$ cat src/sv/brs_sqrt.sv
// ----------------------------------------------------------------------------
// brs_sqrt
// pipelined floor square root, one root bit per stage, several lanes
// ----------------------------------------------------------------------------
module brs_sqrt #(
  parameter int RootW = 17,
  parameter int Lanes = 1,
  parameter int SideW = 1
) (
  input  logic                 clk_i,
  input  logic                 rst_ni,
  input  logic                 en_i,
  input  logic                 valid_i,
  input  logic [2*RootW-1:0]   rad_i [Lanes],
  input  logic [SideW-1:0]     side_i,
  output logic                 valid_o,
  output logic [RootW-1:0]     root_o [Lanes],
  output logic [SideW-1:0]     side_o
);

  localparam int RemW = RootW + 2;

  logic [2*RootW-1:0] rad_q  [RootW][Lanes];
  logic [2*RootW-1:0] rad_d  [RootW][Lanes];
  logic [RemW-1:0]    rem_q  [RootW][Lanes];
  logic [RemW-1:0]    rem_d  [RootW][Lanes];
  logic [RootW-1:0]   root_q [RootW][Lanes];
  logic [RootW-1:0]   root_d [RootW][Lanes];
  logic [SideW-1:0]   side_q [RootW];
  logic [RootW-1:0]   vld_q;

  always_comb begin
    logic [2*RootW-1:0] rad_c;
    logic [RemW-1:0]    rem_c;
    logic [RootW-1:0]   root_c;
    logic [RemW-1:0]    t_c;
    logic [RemW-1:0]    trial_c;
    for (int k = 0; k < RootW; k++) begin
      for (int l = 0; l < Lanes; l++) begin
        if (k == 0) begin
          rad_c  = rad_i[l];
          rem_c  = '0;
          root_c = '0;
        end else begin
          rad_c  = rad_q[k-1][l];
          rem_c  = rem_q[k-1][l];
          root_c = root_q[k-1][l];
        end
        // bring down the next bit pair and try root*4+1
        t_c     = {rem_c[RemW-3:0], rad_c[2*RootW-1 -: 2]};
        trial_c = {root_c, 2'b01};
        rad_d[k][l] = rad_c << 2;
        if (t_c >= trial_c) begin
          rem_d[k][l]  = t_c - trial_c;
          root_d[k][l] = {root_c[RootW-2:0], 1'b1};
        end else begin
          rem_d[k][l]  = t_c;
          root_d[k][l] = {root_c[RootW-2:0], 1'b0};
        end
      end
    end
  end

  always_ff @(posedge clk_i) begin
    if (en_i) begin
      rad_q     <= rad_d;
      rem_q     <= rem_d;
      root_q    <= root_d;
      side_q[0] <= side_i;
      for (int k = 1; k < RootW; k++) begin
        side_q[k] <= side_q[k-1];
      end
    end
  end

  always_ff @(posedge clk_i or negedge rst_ni) begin
    if (!rst_ni) begin
      vld_q <= '0;
    end else if (en_i) begin
      vld_q <= {vld_q[RootW-2:0], valid_i};
    end
  end

  always_comb begin
    for (int l = 0; l < Lanes; l++) begin
      root_o[l] = root_q[RootW-1][l];
    end
  end

  assign valid_o = vld_q[RootW-1];
  assign side_o  = side_q[RootW-1];

endmodule

$ cat config.mk
export PLATFORM = sky130hd
export DESIGN_NAME = brs_sqrt
export DESIGN_NICKNAME = d
export VERILOG_FILES = /design/src/sv/brs_sqrt.sv
export SDC_FILE = /design/constraint.sdc
export NUM_CORES = 1
export LEC_CHECK = 0
export ABC_AREA = 1
export BUFFER_PORTS_ARGS = -buffer_cell sky130_fd_sc_hd__buf_2
export CORE_MARGIN = 2
export CORE_UTILIZATION = 41
export CTS_CLUSTER_SIZE = 16
export DETAILED_ROUTE_END_ITERATION = 16
export PLACE_DENSITY = 0.64
export SYNTH_ARGS = -nofsm -noshare
export SYNTH_HDL_FRONTEND = slang
export SYNTH_SLANG_ARGS = --single-unit
$ cat constraint.sdc
create_clock -name clk_i -period 3.5 [get_ports clk_i]
set_input_delay 0.525 -clock clk_i [delete_from_list [all_inputs] [get_ports clk_i]]
set_output_delay 0.525 -clock clk_i [all_outputs]
set_load 0.01 [all_outputs]
==> run summary <==
Flop-to-flop setup slack -> 940 ps
DRC errors left -> 0
FF-to-FF End -> rem_q[88]
Chip width -> 302 um
Post-DRT Antenna Nets -> 0
Vias in the first global route -> 23400
Normalized max-slew margin -> 53.7%
Final period util -> 73.1%
Clock sink total -> 706
Total GRT Usage -> 16.2%
Proportion of layout cells with a drive suffix above 1 -> 7.42%
Worst VDD drop -> 0.407 mV
Synthesis-stage register bit count -> 706
Grt ovf -> 0
Post-Synthesis Cell Area -> 0.0363 mm2
Post-CTS Setup Bufs -> 0
Post-Route WL -> 73200 um
Hold wc startpoint -> rad_i[17]
Largest net degree at the start of global routing -> 89
Post-Syn Nets -> 4018
Final Hold Fails -> 0
H-tree levels -> 3
Setup Skew -> 28.0 ps
Fmax -> 0.391 GHz
Max Fanout on Critical Path -> 18
Clock buffer depth -> 3
Worst-Skew Late Latency -> 640 ps
Synth async-reset ratio -> 2.41%
Worst Hold Depth -> 1
Final TNS setup -> 0 ps
Launch point of the critical path -> root_q[93]
Clock transition at the registers of the reported paths -> 60 ps
Cell count after synthesis -> 3811
Core area -> 0.0881 mm2
Status -> complete, no violations
First-pass iteration count of the detailed router -> 6
DRT iter0 DRCs -> 1718
Ant. Diodes -> 0
Vias -> 24500
Initial Utilization -> 41.2%
Area growth, synth to finish -> 11.8%
Max-slew violations -> 0
Cells on worst reg2reg path -> 12
Worst r2r src -> root_q[93]
Global-route wire length before repair -> 118000 um
# rows -> 109
Pwr/cell area -> 578 mW/mm2
Die area -> 0.0909 mm2
Post-synth EDFFs -> 689
Wirelength per Cell -> 14.2 um
Final net count -> 4137
CP Capture Type -> flip-flop
Dpl hpwl -> 53700 um
CP cell instances -> inv_1 -> ha_1 -> nand2_1 -> inv_1 -> nand2_1 -> nor2_1 -> nand2_1 -> nand3_2 -> nand2_2 -> nand3_4 -> nand2_1 -> nand2_1
Max Cap Violations -> 0
Port Buffers -> 57
Register area share after synthesis -> 58.2%
Hold Path End -> rad_d[531]
Top delay family on crit path -> simple AND/OR/NAND/NOR gates
RD Place Congestion -> 0.902
Worst Path Buf+Inv -> 2
Final setup viols -> 0
# IOs -> 58
Synth unique cells -> 46
HP Class -> input pin to flip-flop
CP max stage delay -> 450 ps
Die Height -> 302 um
Crit-path slowest cell -> edfxtp_1
Final worst slack -> 943 ps
Initial antenna violation count -> 0
Worst slew pin tran -> 695 ps
Minimum clock period -> 2560 ps
Post-synth top flop -> edfxtp_1
Worst Path Arrival -> 2910 ps
Startpoint types -> flip-flop
Root Driver -> clkbuf_16
Post-DR vias/cell -> 4.75
CP Class -> flip-flop to flip-flop
Worst path most repeated cell -> nand2_1
YS warnings -> 0
CTS tree -> done
Place WS -> 982 ps
Filler cells -> 8305
Number of CTS-inserted buffers -> 77
CP required -> 3850 ps
Synthesized area per cell -> 9.52 um2
RSZ-0062 raised after global routing -> no
Leak -> 0.0186 uW
## logic make-up (layout without fill, tap and decap cells)
kind of cell | after synthesis | in the layout | share of synthesized area [%]
and+or+nand+nor | 1888 | 1888 | 22.4
DFF | 706 | 706 | 58.2
other | 1 | 1 | 0.0103
muxes | 1 | 1 | 0.0310
adders and majority gates | 168 | 168 | 5.79
AOI/OAI and AO/OA | 216 | 216 | 3.26
buffers and inverters | 731 | 911 | 7.91
xor gates and xnor gates | 100 | 100 | 2.41
## cell type report
type | count | area, um2 | area share (%)
Clock buffer | 92 | 2010 | 4.96
Multi-Input combinational cell | 2374 | 12300 | 30.3
Tap cell | 1165 | 1460 | 3.59
Inverter | 691 | 2590 | 6.39
Sequential cell | 706 | 21100 | 52.0
Timing Repair Buffer | 80 | 571 | 1.41
Clock inverter | 48 | 518 | 1.28
## how the worst max path moves through the flow
stage | endpoint | slack [ps] | cells past startpoint
after floorplan | rem_q[103] | 1590 | 10
after global placement | rem_q[88] | 990 | 12
after detailed placement | rem_q[88] | 980 | 12
after CTS | rem_q[88] | 970 | 12
after global routing | rem_q[88] | 770 | 12
final | rem_q[88] | 940 | 12
## registers in the layout (all words and copies together), names as in the netlist
signal and flops:
side_q 17, root_o 17, rem_q 247, rad_q 32, vld_q 17, root_q 136
rad_d 240
## report_power, final
part | switching, uW | internal (uW)
Combinational | 2900 | 1540
Sequential | 531 | 10400
Clock | 3330 | 4730
Total | 6770 | 16700
## worst reg2reg max path, delay by kind of cell, from the launching register on
kind / cells / cell delay, ps
flops: 1 / 450
buf+inv: 2 / 130
simple gates: 9 / 1340
fa+ha+maj: 1 / 350
## routing by layer
layer / global-route usage (%) / up-vias / wire [um]
li1: - / 12600 / -
met3: 2.72 / 134 / 3270
met1: 22.2 / 11200 / 34500
met2: 26.0 / 499 / 33600
met5: 0 / - / 0
met4: 5.27 / 0 / 1830
## through the flow
step	power, uW	instance area, um2	hold WS (ps)	util (%)	instances
finish	23500	40600	57.6	46.1	5156
global route	24800	40600	17.1	46.1	5156
CTS	23700	40600	4.66	46.1	5156
detailed placement	15500	38000	405	43.2	5015
global placement	15500	38000	400	43.2	5015
floorplan	14200	36300	229	-	3811
## cell usage in the layout (no fill, tap or decap), types with 20 or more instances in the layout
| cell | netlist | final |
|---|---|---|
| nand3_1 | 188 | 188 |
| clkbuf_16 | 0 | 78 |
| nor2_1 | 216 | 216 |
| o21ai_0 | 60 | 60 |
| buf_2 | 15 | 56 |
| a21oi_1 | 110 | 110 |
| ha_1 | 168 | 168 |
| nand4_1 | 97 | 97 |
| nand3b_1 | 27 | 27 |
| edfxtp_1 | 689 | 689 |
| inv_1 | 681 | 681 |
| xnor2_1 | 28 | 28 |
| xor2_1 | 72 | 72 |
| nor3_1 | 33 | 33 |
| nand2_2 | 20 | 20 |
| nand2_1 | 1233 | 1233 |
## Yosys cell counts (all sizes together) (17+ instances only)
cell	n	area, um2
xor2	72	631
xnor2	28	245
o21ai	79	418
nor3	39	225
inv	691	2590
nand3b	27	203
ha	168	2100
edfxtp	689	20700
dfrtp	17	425
buf	33	248
nor2	244	1040
a21oi	121	647
nand2	1256	4790
nand4	98	628
nand3	202	1110
## what timing repair did
action	in CTS	in global routing
hold buffers	1	0
resized for setup	0	0
hold endpoints to repair	17	0
Power figures use the tool's default switching activity.
